===== config.mk =====
export PLATFORM = sky130hd
export DESIGN_NAME = kcsg_walker
export DESIGN_NICKNAME = d
export VERILOG_FILES = /design/src/hw/rtl/kcsg_pkg.sv /design/src/hw/rtl/kcsg_walker.sv
export SDC_FILE = /design/constraint.sdc
export NUM_CORES = 1
export LEC_CHECK = 0
export BUFFER_PORTS_ARGS = -buffer_cell sky130_fd_sc_hd__buf_4
export CAP_MARGIN = 20
export CORE_UTILIZATION = 49
export CTS_CLUSTER_SIZE = 28
export DETAILED_ROUTE_END_ITERATION = 12
export PLACE_DENSITY = 0.79
export REMOVE_ABC_BUFFERS = 1
export SETUP_SLACK_MARGIN = 0.5
export SLEW_MARGIN = 25
export SYNTH_ARGS = -nofsm -noshare
export SYNTH_HDL_FRONTEND = slang
export SYNTH_SLANG_ARGS = --single-unit

===== constraint.sdc =====
create_clock -name clk -period 4.85 [get_ports clk]
set_input_delay 0.2425 -clock clk [delete_from_list [all_inputs] [get_ports clk]]
set_output_delay 0.2425 -clock clk [all_outputs]
set_load 0.05 [all_outputs]

===== src/hw/rtl/kcsg_pkg.sv =====
`default_nettype none

package kcsg_pkg;

  // Command classes written by the front end into the command queue.
  typedef enum logic [0:0] {
    CMD_ADVANCE = 1'b0,
    CMD_RESTART = 1'b1
  } cmd_t;

  // Configuration register indexes (word addresses).
  localparam logic [2:0] REG_START_X       = 3'd0;
  localparam logic [2:0] REG_START_Y       = 3'd1;
  localparam logic [2:0] REG_CURVE_LENGTH  = 3'd2;
  localparam logic [2:0] REG_CURVE_DEPTH   = 3'd3;
  localparam logic [2:0] REG_START_SEXTANT = 3'd4;

  // One emitted segment.
  typedef struct packed {
    logic [31:0] from_x;
    logic [31:0] from_y;
    logic [31:0] to_x;
    logic [31:0] to_y;
    logic        last;
  } result_t;

  // Request from the walker to the step setup unit.
  typedef struct packed {
    logic        start;
    logic [31:0] length;
    logic [3:0]  depth;
  } setup_req_t;

  // Response from the step setup unit.
  typedef struct packed {
    logic        done;
    logic [31:0] step_full;
    logic [31:0] step_height;
  } setup_rsp_t;

  typedef enum logic [1:0] {
    WK_READY,
    WK_SETUP,
    WK_FIRST
  } walk_state_t;

  typedef enum logic [2:0] {
    SU_IDLE,
    SU_DIV,
    SU_SQUARE,
    SU_TRIPLE,
    SU_ROOT,
    SU_DONE
  } setup_state_t;

endpackage

`default_nettype wire


===== src/hw/rtl/kcsg_walker.sv =====
`default_nettype none

module kcsg_walker
  import kcsg_pkg::*;
#(
  parameter int MAX_DEPTH = 8
) (
  input  wire logic        clk,
  input  wire logic        rst,
  input  wire logic        cmd_valid,
  input  wire cmd_t        cmd,
  output logic             cmd_pop,
  input  wire logic [31:0] cfg_start_x,
  input  wire logic [31:0] cfg_start_y,
  input  wire logic [31:0] cfg_length,
  input  wire logic [3:0]  cfg_depth,
  input  wire logic [2:0]  cfg_sextant,
  output setup_req_t       setup_req,
  input  wire setup_rsp_t  setup_rsp,
  input  wire logic        out_full,
  output logic             out_push,
  output result_t          out_data
);

  localparam int IDX_W = 2 * MAX_DEPTH;

  walk_state_t state;
  walk_state_t state_next;

  logic             running;
  logic [IDX_W-1:0] seg_idx;
  logic [IDX_W-1:0] total_m1;
  logic [2:0]       heading;
  logic [31:0]      pen_x;
  logic [31:0]      pen_y;
  logic [31:0]      step_full;
  logic [31:0]      step_height;

  logic [3:0]       depth_sat;
  logic [2:0]       sextant_mod;
  logic [IDX_W-1:0] mask;
  logic             is_restart;
  logic             do_restart;
  logic             emit;
  logic             last_seg;
  logic [31:0]      half;
  logic [31:0]      dx;
  logic [31:0]      dy;
  logic [31:0]      to_x;
  logic [31:0]      to_y;
  logic [1:0]       low_digit;
  logic [2:0]       delta;
  logic [3:0]       head_sum;
  logic [2:0]       heading_next;

  // Configuration seen at restart: saturated depth, sextant modulo six,
  // and the index of the final segment.
  always_comb begin
    depth_sat   = (cfg_depth > 4'(MAX_DEPTH)) ? 4'(MAX_DEPTH) : cfg_depth;
    sextant_mod = (cfg_sextant >= 3'd6) ? cfg_sextant - 3'd6 : cfg_sextant;
    for (int j = 0; j < IDX_W; j++) begin
      mask[j] = (j < 2 * int'(depth_sat));
    end
  end

  assign is_restart = (cmd == CMD_RESTART);
  assign last_seg   = (seg_idx == total_m1);

  // Step vector for the current heading.
  always_comb begin
    half = step_full >> 1;
    unique case (heading)
      3'd0: begin dx = step_full;        dy = '0;                end
      3'd1: begin dx = half;             dy = step_height;       end
      3'd2: begin dx = 32'd0 - half;     dy = step_height;       end
      3'd3: begin dx = 32'd0 - step_full; dy = '0;               end
      3'd4: begin dx = 32'd0 - half;     dy = 32'd0 - step_height; end
      default: begin dx = half;          dy = 32'd0 - step_height; end
    endcase
    to_x = pen_x + dx;
    to_y = pen_y + dy;
  end

  // Heading change on index increment: trailing threes roll over to
  // zero without effect, and the lowest other digit decides the turn.
  always_comb begin
    low_digit = 2'd0;
    for (int k = MAX_DEPTH - 1; k >= 0; k--) begin
      if (seg_idx[2*k +: 2] != 2'd3) begin
        low_digit = seg_idx[2*k +: 2];
      end
    end
    delta        = (low_digit == 2'd1) ? 3'd4 : 3'd1;
    head_sum     = {1'b0, heading} + {1'b0, delta};
    heading_next = (head_sum >= 4'd6) ? 3'(head_sum - 4'd6) : head_sum[2:0];
  end

  // Next state.
  always_comb begin
    state_next = state;
    unique case (state)
      WK_READY: begin
        if (cmd_valid && is_restart && (depth_sat != 4'd0)) begin
          state_next = WK_SETUP;
        end
      end
      WK_SETUP: if (setup_rsp.done) state_next = WK_FIRST;
      WK_FIRST: if (!out_full) state_next = WK_READY;
      default:  state_next = WK_READY;
    endcase
  end

  // Outputs.
  always_comb begin
    cmd_pop          = (state == WK_READY) && cmd_valid &&
                       (is_restart || !running || !out_full);
    do_restart       = (state == WK_READY) && cmd_valid && is_restart;
    setup_req.start  = do_restart && (depth_sat != 4'd0);
    setup_req.length = cfg_length;
    setup_req.depth  = depth_sat;
    emit             = ((state == WK_READY) && cmd_valid && !is_restart &&
                        running && !out_full) ||
                       ((state == WK_FIRST) && !out_full);
    out_push         = emit;
    out_data.from_x  = pen_x;
    out_data.from_y  = pen_y;
    out_data.to_x    = to_x;
    out_data.to_y    = to_y;
    out_data.last    = last_seg;
  end

  always_ff @(posedge clk) begin
    if (rst) begin
      state <= WK_READY;
    end else begin
      state <= state_next;
    end
  end

  // Walk control: running flag and segment index.
  always_ff @(posedge clk) begin
    if (rst) begin
      running <= 1'b0;
      seg_idx <= '0;
    end else if (do_restart) begin
      running <= (depth_sat != 4'd0);
      seg_idx <= '0;
    end else if (emit) begin
      if (last_seg) begin
        running <= 1'b0;
      end else begin
        seg_idx <= seg_idx + IDX_W'(1);
      end
    end
  end

  // Pen, heading and step vectors.
  always_ff @(posedge clk) begin
    if (setup_req.start) begin
      pen_x    <= cfg_start_x;
      pen_y    <= cfg_start_y;
      heading  <= sextant_mod;
      total_m1 <= mask;
    end else if (emit) begin
      pen_x <= to_x;
      pen_y <= to_y;
      if (!last_seg) begin
        heading <= heading_next;
      end
    end
    if ((state == WK_SETUP) && setup_rsp.done) begin
      step_full   <= setup_rsp.step_full;
      step_height <= setup_rsp.step_height;
    end
  end

`ifndef ASSERT_OFF
  a_emit_has_room: assert property (@(posedge clk) disable iff (rst)
    emit |-> !out_full)
    else $error("segment emitted into a full result queue");

  a_no_emit_in_setup: assert property (@(posedge clk) disable iff (rst)
    (state == WK_SETUP) |-> !emit)
    else $error("segment emitted while step setup is in progress");

  a_index_in_range: assert property (@(posedge clk) disable iff (rst)
    running |-> (seg_idx <= total_m1))
    else $error("segment index ran past the final segment");

  a_last_stops: assert property (@(posedge clk) disable iff (rst)
    (emit && last_seg && (state == WK_READY)) |=> !running)
    else $error("walk still running after the final segment");
`endif

endmodule

`default_nettype wire


[Word level (Yosys, flattened, before mapping)]
Index checks and enable logic that the tools add are counted.
Word-level totals
  register bits: 166
  input port bits: 173
  output and inout port bits: 168
  word-level logic and storage cells: 117
Operators by class
  add/sub/neg operators: 9
  $lt $le $gt $ge: 19
  eq/ne operators: 20
  muxes and demuxes: 28
  bitwise operators: 1
  reduce and logical (&&, ||, !) cells: 31
Operators by type and width (count)
  $mux 32: 4
  $pmux 32 s3: 1
  $add 32x32->32: 2
  $pmux 32 s2: 1
  $sub 1x32->32 const A: 2
  $lt 4x5->1 const A: 8
  $sub 1x31->32 const A: 1
  $ne 2x2->1 const B: 12
  $mux 2: 11
  $lt 3x5->1 const A: 4
  $mux 3: 6
  $add 16x1->16 const B: 1
  $eq 16x16->1: 1
  $logic_and 1x1->1: 11
  $lt 1x5->1 const A: 2
  $lt 2x5->1 const A: 2
  $reduce_or 2->1: 4
  $eq 3x2->1 const B: 2
  $pmux 2 s3: 1
  $reduce_and 2->1: 3
  $reduce_bool 2->1: 3
  $sub 3x3->3 const B: 2
  $add 3x3->4: 1
  $eq 2x1->1 const B: 2
  other kinds (15): 21

[Logic depth before layout (Yosys ltp)]
Gate-level depths: netlist of the first run.
  depth after elaboration: 17
  mapped depth: 18
  gate-level depth less buffers: 17

[Least setup slack after synthesis of the first run]
OpenSTA, ideal clock, no wires.
  path type: register -> register
  from: register step_full[9]
  to: register pen_x[28], data pin
  setup time: 137 ps
  arrival: 5301 ps
  required time: 4713 ps
  setup slack: -588 ps
  stages on the path, launching flop included: 18
  path buffers: 0
  period minus slack after synthesis: 5438 ps
  cell sequence: edfxtp_1 > or4_4 > nor3_2 > nand3_1 > or3_1 > or3_1 > o21ai_0 > o22ai_1 > a221oi_1 > ha_1 > o211ai_1 > o21a_1 > a31oi_1 > nor4b_1 > nor2_1 > a41oi_1 > xor2_1 > mux2_2
RTL lines
  from (decl): line kcsg_walker.sv:36  | logic [31:0] step_full;
  from (signal assigned): line kcsg_walker.sv:172  | step_full <= setup_rsp.step_full;
  to (signal assigned): line kcsg_walker.sv:160  | pen_x <= cfg_start_x;
  to (signal assigned): line kcsg_walker.sv:165  | pen_x <= to_x;
  to (decl): line kcsg_walker.sv:34  | logic [31:0] pen_x;

==> metrics.md, run 1 <==
| Metric | Value |
|---|---|
| Area Growth Syn to Fin | `56.7%` |
| Die area | `26200 µm²` |
| Die X | `162 µm` |
| Clk Latency, worst-skew pair | `450 ps` |
| Clk root buf | `clkbuf_16` |
| Crit path arrival time | `5040 ps` |
| Mapped Avg Cell Area | `8.68 µm²` |
| First-pass GRT wire length | `69700 µm` |
| Core area | `25100 µm²` |
| WHS Endpoint | `step_height[2]$_DFFE_PP_` |
| Clock Sinks | `158` |
| Most common cell in the netlist | `nand2_1` |
| Fin. Hold Viols | `0` |
| Synth top cells by count | `nand2_1 (204), edfxtp_1 (139), nor2_1 (108)` |
| Number of cells on the worst hold path | `1` |
| Synth Flop Type | `edfxtp_1` |
| Worst VDD drop | `0.000411 V` |
| Synth Instances | `1440` |
| Setup WS post-layout | `-434 ps` |
| Via Count | `14300` |
| Required time worst endpoint | `4610 ps` |
| Share of layout cells above drive strength 1 | `41.9%` |
| Initial antenna violation count | `1` |
| Clock Skews | `19.8 ps` |
| Final Max Tran Viols | `0` |
| CTS H-tree depth | `4` |
| Num ports | `341` |
| Failing checks | `setup timing` |
| Worst flop-to-flop path endpoint | `pen_y[27]$_DFFE_PP_` |
| Clk slew on worst S/H paths | `70 ps` |
| Crit. End Element | `primary output` |
| Initial Utilization | `49.8%` |
| Startpoint types | `flip-flop` |
| Netlist cell types | `77` |
| Synth warnings | `0` |
| Routability cong. | `0.952` |
| Synth top area share | `33.4%` |
| Fin Setup TNS | `-5760 ps` |
| Area contributors post-synth | `edfxtp_1 (33%), ha_1 (7.4%), nand2_1 (6.1%), o21ai_0 (4.0%), a21oi_1 (4.0%)` |
| Gr ovfl total | `0` |
| Pin count of the biggest net entering global routing | `67` |
| Row count | `58` |
| Tightest Pin Transition | `1110 ps` |
| ANT nets after route | `0` |
| Max transition margin | `26.3%` |
| Pwr dens | `458 nW/µm²` |
| I/O Buffers | `276` |
| WL per Instance | `22.5 µm` |
| Reg2reg path depth | `19` |
| Crit share post-route | `109%` |
| CTS tree | `yes` |
| Overall Global Routing Usage | `34.1%` |
| Placed cells | `2081` |
| Drt drc | `0` |
| DIE HEIGHT | `162 µm` |
| Hold/Removal Path Class | `primary input to flip-flop` |
| Status | `complete, but fails checks` |
| Asr flop ratio synth | `0%` |
| Register-to-register setup slack | `-70 ps` |
| Period minus WS final | `5280 ps` |
| Filler cells | `1523` |
| Vias per cell | `6.27` |
| Hold slack final | `26.5 ps` |
| RSZ-0062 raised after global routing | `yes` |
| Nets | `2194` |
| Synth Register Bits | `158` |
| Post-DP HPWL | `30300 µm` |
| Final std cells w/o fill | `2289` |
| Seq/Total Area, Yosys | `36.4%` |
| Pre-antenna DRT Iters | `6` |
| Leakage power | `8.17 nW` |
| TritonCTS Buffers | `17` |
| Critical Setup Path Class | `flip-flop to primary output` |
| Routed WL | `51500 µm` |
| Hold path startpoint | `setup_rsp[2]` |
| Netlist Area Pre-Place | `12500 µm²` |
| Maximum clock path buffer count | `2` |
| Initial DRC count | `1608` |
| Max cap viols | `0` |
| Fmax | `189 MHz` |
| Synth area leader | `edfxtp_1` |
| RR Startpoint | `step_height[11]$_DFFE_PP_` |
| Crit Path Max Fanout | `4` |
| EDFF count, synth | `139` |
| Vias in the first global route | `13500` |
| Final setup fails | `29` |
[placed cells by master, fill, tap and decap left out, types with 17 or more instances in the layout]
cell type      count
a21oi_1           78
inv_1             30
edfxtp_1         139
nor2_1            95
clkbuf_16         23
nor3_1            24
o21ai_1           22
nand2_1          194
xor2_1            18
ha_1              60
buf_4            457
dfxtp_1           19
buf_6             56
dlygate4sd3_1     64
nand3_1           53
o21ai_0           57
o21ai_2           17
mux2_2            17
xnor2_1           36
o22ai_1           29
and3_1            18
a21o_1            30
[cell type report]
cell class,count,area (µm²),area share (%)
diodes,1,2.50,0.0128
multi-input cells,1146,8950,45.7
clock buffers,22,529,2.70
inverters,34,133,0.677
flip-flops and latches,158,4550,23.3
well taps,330,413,2.11
clock inverters,10,100,0.511
repair buffers,588,4900,25.0
[worst max-delay path, stage by stage, from the launching register on]
cell and delay (ps):
edfxtp_1 390, or4_4 570, nor3_4 160, nand3_2 110, or3_4 340, or3_4 380, o21ai_4 150, o22ai_2 100
a221oi_2 200, ha_1 290, o211ai_1 180, o21a_1 190, a31oi_2 110, buf_4 150, buf_4 130, buf_4 130
buf_6 120, a31o_4 210, o31a_1 150, a31oi_4 180, xnor2_2 170, buf_6 200
[worst max path at each step]
stage / startpoint / endpoint / slack [ps] / cells past startpoint
5_1_grt: step_full[4]$_DFFE_PP_ / out_data[63] / -670 / 19
3_5_place_dp: step_full[9]$_DFFE_PP_ / out_data[63] / -200 / 19
4_1_cts: step_full[4]$_DFFE_PP_ / out_data[63] / -360 / 19
6_report: step_full[4]$_DFFE_PP_ / out_data[57] / -430 / 21
2_1_floorplan: heading[2]$_DFFE_PP_ / pen_x[28]$_DFFE_PP_ / -1330 / 13
3_3_place_gp: step_full[9]$_DFFE_PP_ / out_data[63] / -80 / 19
[metrics by stage]
stage / setup slack [ps] / area [µm²] / total power [W] / utilization (%)
2_1_floorplan: -1330 / 12000 / 0.00468 / -
3_3_place_gp: -81.8 / 15500 / 0.00600 / 61.8
3_5_place_dp: -204 / 15500 / 0.00607 / 61.8
4_1_cts: -356 / 18100 / 0.00807 / 72.0
5_1_grt: -671 / 19600 / 0.00926 / 78.0
6_report: -434 / 19600 / 0.00897 / 78.0
[registers in the layout, indices dropped and copies added (netlist names)]
name         count
pen_y           32
state            2
running          1
seg_idx         16
total_m1         8
pen_x           32
heading          3
step_full       32
step_height     32
[logic make-up (layout without fill, tap and decap cells)]
family                     count (synthesis)  count (layout)  share of synthesized area [%]
xor gates and xnor gates                  82              82                           5.75
AOI/OAI and AO/OA                        427             427                           22.0
DFF                                      158             158                           36.4
other                                      0               1                              0
and+or+nand+nor                          521             521                           19.4
muxes                                     40              40                           3.52
adders and majority gates                 76              76                           7.73
buffers and inverters                    136             654                           5.12
[per-layer routing]
| layer | part of all wire [%] | wire length [µm] | up-vias | GRT usage (%) |
|---|---|---|---|---|
| li1 | - | - | 6352 | - |
| met5 | 0.16 | 81 | - | 3.03 |
| met4 | 5.3 | 2740 | 2 | 13.9 |
| met1 | 36 | 18700 | 6806 | 40.4 |
| met2 | 49 | 25200 | 955 | 59.0 |
| met3 | 9.4 | 4830 | 227 | 8.17 |
[what timing repair did]
action,CTS,global route
endpoints found under the hold margin,62,3
buffers inserted,50,59
endpoints found under the setup margin,69,71
resized for setup,211,204
pin swaps,96,98
gates cloned,0,2
hold buffers,61,3
[where the power goes]
part / internal, W / switching, W / total, W / leakage, nW
combinational: 0.00230 / 0.00339 / 0.00569 / 6.43
clock: 0.000806 / 0.000685 / 0.00149 / 0.314
sequential: 0.00167 / 0.000109 / 0.00178 / 1.43
(Power assumes the default switching activity.)
==> run 2, diff against run 1 <==
--- a/config.mk
+++ b/config.mk
@@ -10,7 +10,7 @@
 export CORE_UTILIZATION = 49
 export CTS_CLUSTER_SIZE = 28
 export DETAILED_ROUTE_END_ITERATION = 12
-export PLACE_DENSITY = 0.79
+export PLACE_DENSITY = 0.78
 export REMOVE_ABC_BUFFERS = 1
 export SETUP_SLACK_MARGIN = 0.5
 export SLEW_MARGIN = 25
==> metrics.md, run 2 (synthesized netlist as in run 1, its figures left out) <==
| Metric | Value |
|---|---|
| Setup WS post-layout | `-500 ps (-66.5 ps)` |
| Clk slew on worst S/H paths | `70 ps (about the same)` |
| Sw frac | `47.6% (+0.89 points)` |
| CTS H-tree depth | `4 (unchanged)` |
| Hold/Removal Path Class | `primary input to flip-flop` |
| Fmax | `187 MHz (-1.2%)` |
| Commonest non-fill, non-tap cell in the layout | `buf_4` |
| Status | `complete, but fails checks` |
| Crit Path Max Fanout | `6 (+2)` |
| Required time worst endpoint | `4610 ps (about the same)` |
| Design Power | `0.00860 W (-4.0%)` |
| Maximum clock path buffer count | `2 (unchanged)` |
| Tightest Pin Transition | `920 ps (-187 ps)` |
| Routed WL | `49100 µm (-4.8%)` |
| Pre-antenna DRT Iters | `6 (unchanged)` |
| Leakage power | `8.00 nW (-2.2%)` |
| Pwr dens | `448 nW/µm² (-2.2%)` |
| Vias per cell | `6.20 (-1.0%)` |
| Comb power frac | `63.2% (-0.3 points)` |
| Nets | `2179 (-0.68%)` |
| DIE HEIGHT | `162 µm (unchanged)` |
| Filler cells | `1618 (+6.2%)` |
| ANT nets after route | `0 (unchanged)` |
| Setup slack at placement | `-181 ps (+22.6 ps)` |
| Overall Global Routing Usage | `33.8% (-0.29 points)` |
| Die X | `162 µm (unchanged)` |
| Hold slack final | `9.78 ps (-16.7 ps)` |
| Clock Sinks | `158 (unchanged)` |
| Share of layout cells above drive strength 1 | `40.9% (-0.96 points)` |
| Startpoint types | `flip-flop` |
| Fin Setup TNS | `-5460 ps (+297 ps)` |
| Area Growth Syn to Fin | `53.8%` |
| WL per Instance | `21.6 µm (-4.2%)` |
| Highest routed layer | `met5` |
| Routability cong. | `0.918 (-3.6%)` |
| Crit-path slowest cell | `or4_4` |
| Row count | `58 (unchanged)` |
| Core area | `25100 µm² (unchanged)` |
| P_int | `0.00451 W (-5.6%)` |
| Final setup fails | `24 (-17%)` |
| Num ports | `341 (unchanged)` |
| First-pass GRT wire length | `69400 µm (-0.42%)` |
| Clk Latency, worst-skew pair | `460 ps (about the same)` |
| Initial antenna violation count | `3 (+2)` |
| Delay-heaviest family, CP | `simple AND/OR/NAND/NOR gates` |
| Period minus WS final | `5350 ps (+66.5 ps)` |
| Critical Setup Path Class | `flip-flop to primary output` |
| Reg power frac | `20.6% (+0.7 points)` |
| Clk root buf | `clkbuf_16` |
| Final Max Tran Viols | `0 (unchanged)` |
| Drt drc | `0 (unchanged)` |
| Initial Utilization | `49.8% (unchanged)` |
| Vias in the first global route | `13500 (+0.097%)` |
| Met3 WL | `4020 µm (-17%)` |
| Clock Skews | `21.1 ps (+1.33 ps)` |
| Crit. End Element | `primary output` |
| Clk network pwr share | `16.2% (-0.4 points)` |
| Most used cell along the critical path | `buf_4` |
| Die area | `26200 µm² (unchanged)` |
| Max cap viols | `0 (unchanged)` |
| Max transition margin | `38.7% (+12 points)` |
| Worst VDD drop | `0.000413 V (+0.55%)` |
| I/O Buffers | `276 (unchanged)` |
| Commonest cells after routing, fill and taps aside | `buf_4 (450), nand2_1 (192), edfxtp_1 (139)` |
| CTS tree | `yes` |
| Failing checks | `setup timing` |
| DR WL met2 | `24000 µm (-4.6%)` |
| Met1 wire length | `18800 µm (+0.40%)` |
| Pin count of the biggest net entering global routing | `49 (-27%)` |
| Post-DP HPWL | `30300 µm (-0.15%)` |
| Critical Path Max Stage Delay | `610 ps (+40 ps)` |
| Via Count | `14100 (-1.7%)` |
| CP Cell Sequence | `or4_1, or4_4, buf_6, nor4b_4, buf_4, buf_6, buf_4, a21oi_1, o32ai_1, a221oi_2, ha_1, a21oi_1, buf_4, a31o_2, a41oi_2, buf_4, nand4_1, nand4_1, buf_6` |
| Gr ovfl total | `0 (unchanged)` |
| Fin. Hold Viols | `0 (unchanged)` |
| Sw Pwr | `0.00409 W (-2.2%)` |
| Crit share post-route | `110% (+1.4 points)` |
| Crit path arrival time | `5110 ps (+70 ps)` |
| Initial DRC count | `1290 (-20%)` |
| TritonCTS Buffers | `17 (unchanged)` |
| WP buf/inv | `7 (+2)` |
| RSZ-0062 raised after global routing | `yes` |
-- run 2: cell type report --
| cell class | instances | area (µm²) | area share [%] |
|---|---|---|---|
| sequential | 158 | 4550 | 23.7 |
| multi-input combinational | 1146 | 8780 | 45.7 |
| clock inverter | 14 | 146 | 0.762 |
| tap | 330 | 413 | 2.15 |
| clock buffer | 18 | 429 | 2.23 |
| timing repair buffer | 573 | 4760 | 24.8 |
| inverter | 34 | 133 | 0.690 |
| antenna | 1 | 2.50 | 0.0130 |
-- run 2: what timing repair did --
item	in CTS	in global routing
setup buffers	52	38
hold buffers	63	0
endpoints found under the hold margin	64	0
setup endpoints to repair	70	76
resized for setup	228	138
pin swaps	101	85
gates cloned	1	0
-- run 2: per-stage QoR --
| step | std cells | area (µm²) | util (%) |
|---|---|---|---|
| after floorplan | 1338 | 12000 | - |
| after global placement | 2087 | 15600 | 62.0 |
| after detailed placement | 2087 | 15600 | 62.0 |
| after CTS | 2235 | 18200 | 72.6 |
| after global routing | 2274 | 19200 | 76.6 |
| final | 2274 | 19200 | 76.6 |
-- run 2: worst reg2reg max path, delay by kind of cell, from the launching register on --
kind            cells  cell delay [ps]
buf+inv             2              320
mux                 1              260
compound gates      4              890
xor+xnor            1              130
flops               1              420
simple gates        8             2350
fa+ha+maj           1              340
-- run 2: power groups by stage --
stage	clock, W	sequential [W]	combinational, W
2_1_floorplan	0	0.00208	0.00260
3_3_place_gp	0	0.00179	0.00421
3_5_place_dp	0	0.00179	0.00427
4_1_cts	0.00138	0.00176	0.00484
5_1_grt	0.00143	0.00178	0.00566
6_report	0.00139	0.00177	0.00544
-- run 2: per-layer routing --
metal  global-route usage [%]  up-vias
met5                     1.14        -
met4                     13.9        6
met3                     6.97      182
met2                     58.9      857
met1                     40.5     6722
li1                         -     6334
-- run 2: path summary, 6_finish.rpt --
check	startpoint	endpoint	slack, ps	cells past startpoint
max	step_full[19]$_DFFE_PP_	out_data[63]	-500	19
min	setup_rsp[61]	step_full[29]$_DFFE_PP_	10	1
max reg2reg	step_height[11]$_DFFE_PP_	pen_y[31]$_DFFE_PP_	-130	17
min reg2reg	running$_SDFFE_PP0P_	running$_SDFFE_PP0P_	480	2
==> run 3, diff against run 2 <==
==> constraint.sdc (replaced) <==
create_clock -name clk -period 4.7 [get_ports clk]
set_input_delay 0.235 -clock clk [delete_from_list [all_inputs] [get_ports clk]]
set_output_delay 0.235 -clock clk [all_outputs]
set_load 0.05 [all_outputs]
==> metrics.md, run 3 (synthesized netlist as in run 1, its figures left out) <==
| Metric | Value |
|---|---|
| Status | `complete, but fails checks` |
| Failing checks | `setup timing` |
| Pin count of the biggest net entering global routing | `49 (unchanged)` |
| Core area | `25100 µm² (unchanged)` |
| Die area | `26200 µm² (unchanged)` |
| Nets | `2176 (-0.14%)` |
| CP Cell Sequence | `or4_4, nor3_4, nand3_2, or3_4, or3_4, nand2_1, o22ai_1, a221oi_2, ha_1, a211oi_1, o21a_1, buf_4, o211ai_1, a32o_2, nor2_4, a41oi_2, or4_1, nand4_1, buf_6` |
| Crit. End Element | `primary output` |
| Reg power frac | `20.9% (+0.3 points)` |
| Area Growth Syn to Fin | `51.0%` |
| Final std cells w/o fill | `2273 (-0.044%)` |
| DIE HEIGHT | `162 µm (unchanged)` |
| Crit-path slowest cell | `or4_4` |
| Maximum clock path buffer count | `2 (unchanged)` |
| Routed WL | `46600 µm (-5.0%)` |
| Fin. Hold Viols | `0 (unchanged)` |
| WP buf/inv | `2 (-5)` |
| Vias per cell | `6.05 (-2.5%)` |
| ANT nets after route | `0 (unchanged)` |
| Setup WS post-layout | `-591 ps (-90.9 ps)` |
| Most used cell along the critical path | `or3_4` |
| Pre-antenna DRT Iters | `5 (-1)` |
| Filler cells | `1687 (+4.3%)` |
| Via Count | `13700 (-2.5%)` |
| Clock Skews | `18.6 ps (-2.50 ps)` |
| Hold/Removal Path Class | `primary input to flip-flop` |
| Gr ovfl total | `0 (unchanged)` |
| Worst flop-to-flop path endpoint | `pen_x[29]$_DFFE_PP_` |
| Initial Utilization | `49.8% (unchanged)` |
| Initial DRC count | `1013 (-21%)` |
| RR Startpoint | `step_full[16]$_DFFE_PP_` |
| Num ports | `341 (unchanged)` |
| WHS Endpoint | `step_height[2]$_DFFE_PP_` |
| Register-to-register setup slack | `-210 ps (-80 ps)` |
| P_int | `0.00463 W (+2.8%)` |
| Clock Sinks | `158 (unchanged)` |
| Share of layout cells above drive strength 1 | `38.7% (-2.2 points)` |
| Overall Global Routing Usage | `33.0% (-0.80 points)` |
| Final setup fails | `32 (+33%)` |
| CTS tree | `yes` |
| Startpoint types | `flip-flop` |
| Crit path arrival time | `5060 ps (-50 ps)` |
| Critical Path Max Stage Delay | `580 ps (-30 ps)` |
| Vias in the first global route | `13200 (-1.8%)` |
| Sw frac | `47.0% (-0.63 points)` |
| Setup slack at placement | `-334 ps (-153 ps)` |
| Sw Pwr | `0.00410 W (+0.20%)` |
| Delay-heaviest family, CP | `simple AND/OR/NAND/NOR gates` |
| Initial antenna violation count | `3 (unchanged)` |
| WL per Instance | `20.5 µm (-5.0%)` |
| Row count | `58 (unchanged)` |
| Leakage power | `7.93 nW (-0.81%)` |
| Drt drc | `0 (unchanged)` |
| Required time worst endpoint | `4470 ps (-140 ps)` |
| Critical Setup Path Class | `flip-flop to primary output` |
| Post-DP HPWL | `31100 µm (+2.7%)` |
| Pwr dens | `463 nW/µm² (+3.4%)` |
| Worst VDD drop | `0.000468 V (+13%)` |
| Clk network pwr share | `16.2% (about the same)` |
| Final Max Tran Viols | `0 (unchanged)` |
| Commonest non-fill, non-tap cell in the layout | `buf_4` |
| Crit Path Max Fanout | `4 (-2)` |
| Die X | `162 µm (unchanged)` |
| Period minus WS final | `5290 ps` |
| Fmax | `189 MHz` |
| Clk Latency, worst-skew pair | `440 ps (-20 ps)` |
| CTS H-tree depth | `4 (unchanged)` |
| Commonest cells after routing, fill and taps aside | `buf_4 (445), nand2_1 (193), edfxtp_1 (139)` |
| TritonCTS Buffers | `17 (unchanged)` |
| Comb power frac | `62.9% (-0.3 points)` |
| First-pass GRT wire length | `67800 µm (-2.3%)` |
| Max transition margin | `38.9% (+0.22 points)` |
| RSZ-0062 raised after global routing | `yes` |
| I/O Buffers | `276 (unchanged)` |
| Routability cong. | `0.927 (+1.0%)` |
| Crit share post-route | `113%` |
| Reg2reg path depth | `21 (+4)` |
| Number of cells on the worst hold path | `1 (unchanged)` |
| Max cap viols | `0 (unchanged)` |
| Clk slew on worst S/H paths | `70 ps (about the same)` |
| Clk root buf | `clkbuf_16` |
| Tightest Pin Transition | `908 ps (-11.7 ps)` |
| Hold path startpoint | `setup_rsp[2]` |
| Placed cells | `2127 (+1.9%)` |
## run 3: changes by cell type in the layout (fill, tap and decap cells not counted), moves of 5 or more
| cell | before | now |
|---|---|---|
| o21ai_0 | 64 | 74 |
| buf_6 | 52 | 59 |
| a211oi_1 | 10 | 16 |
| a211oi_2 | 11 | 5 |
| nand3_1 | 52 | 58 |
| buf_4 | 450 | 445 |
| ha_1 | 60 | 65 |
| mux2_2 | 24 | 19 |
| mux2_4 | 8 | 13 |
| o21ai_2 | 14 | 9 |
## run 3: area by class of cell
type,count,area (µm²),area share (%)
Sequential cell,158,4550,24.1
Tap cell,330,413,2.19
Clock inverter,14,149,0.789
Antenna cell,3,7.51,0.0398
Clock buffer,18,429,2.27
Multi-Input combinational cell,1146,8510,45.1
Timing Repair Buffer,570,4680,24.8
Inverter,34,129,0.683
## run 3: worst max path at each step
stage,startpoint,end,slack (ps),cells past startpoint
CTS,step_full[9]$_DFFE_PP_,out_data[63],-580,19
floorplan,heading[2]$_DFFE_PP_,pen_x[28]$_DFFE_PP_,-1480,13
global route,step_full[9]$_DFFE_PP_,out_data[63],-770,19
finish,step_full[9]$_DFFE_PP_,out_data[63],-590,19
global placement,step_full[9]$_DFFE_PP_,out_data[63],-230,19
detailed placement,step_full[9]$_DFFE_PP_,out_data[63],-330,19
## run 3: power by group through the flow
stage	clock, W	sequential, W	combinational, W
after floorplan	0	0.00214	0.00268
after global placement	0	0.00185	0.00442
after detailed placement	0	0.00185	0.00449
after CTS	0.00142	0.00182	0.00493
after global routing	0.00147	0.00184	0.00574
final	0.00142	0.00183	0.00549
## run 3: timing repair
action,in CTS,in global routing
setup endpoints to repair,72,82
hold endpoints to repair,65,0
gates resized for setup,180,129
pin swaps,68,60
hold buffers,64,0
buffers inserted,25,22
## run 3: layer usage
metal	vias up	part of all wire [%]	GRT usage (%)	routed length, µm
li1	6326	-	-	-
met1	6609	39	39.9	18300
met2	694	49	57.1	23000
met3	117	7.4	7.15	3450
met4	2	3.7	13.2	1730
met5	-	0.079	1.14	37
## run 3: stage by stage
stage | power [W] | hold WS (ps) | util [%] | cell area (µm²) | setup TNS, ps
2_1_floorplan | 0.00483 | 304 | - | 12000 | -83150
3_3_place_gp | 0.00627 | 414 | 63.2 | 15900 | -1260
3_5_place_dp | 0.00633 | 414 | 63.2 | 15900 | -2240
4_1_cts | 0.00817 | 3.15 | 71.9 | 18000 | -6730
5_1_grt | 0.00905 | 3.23 | 75.2 | 18900 | -15730
6_report | 0.00874 | 25.0 | 75.2 | 18900 | -9510
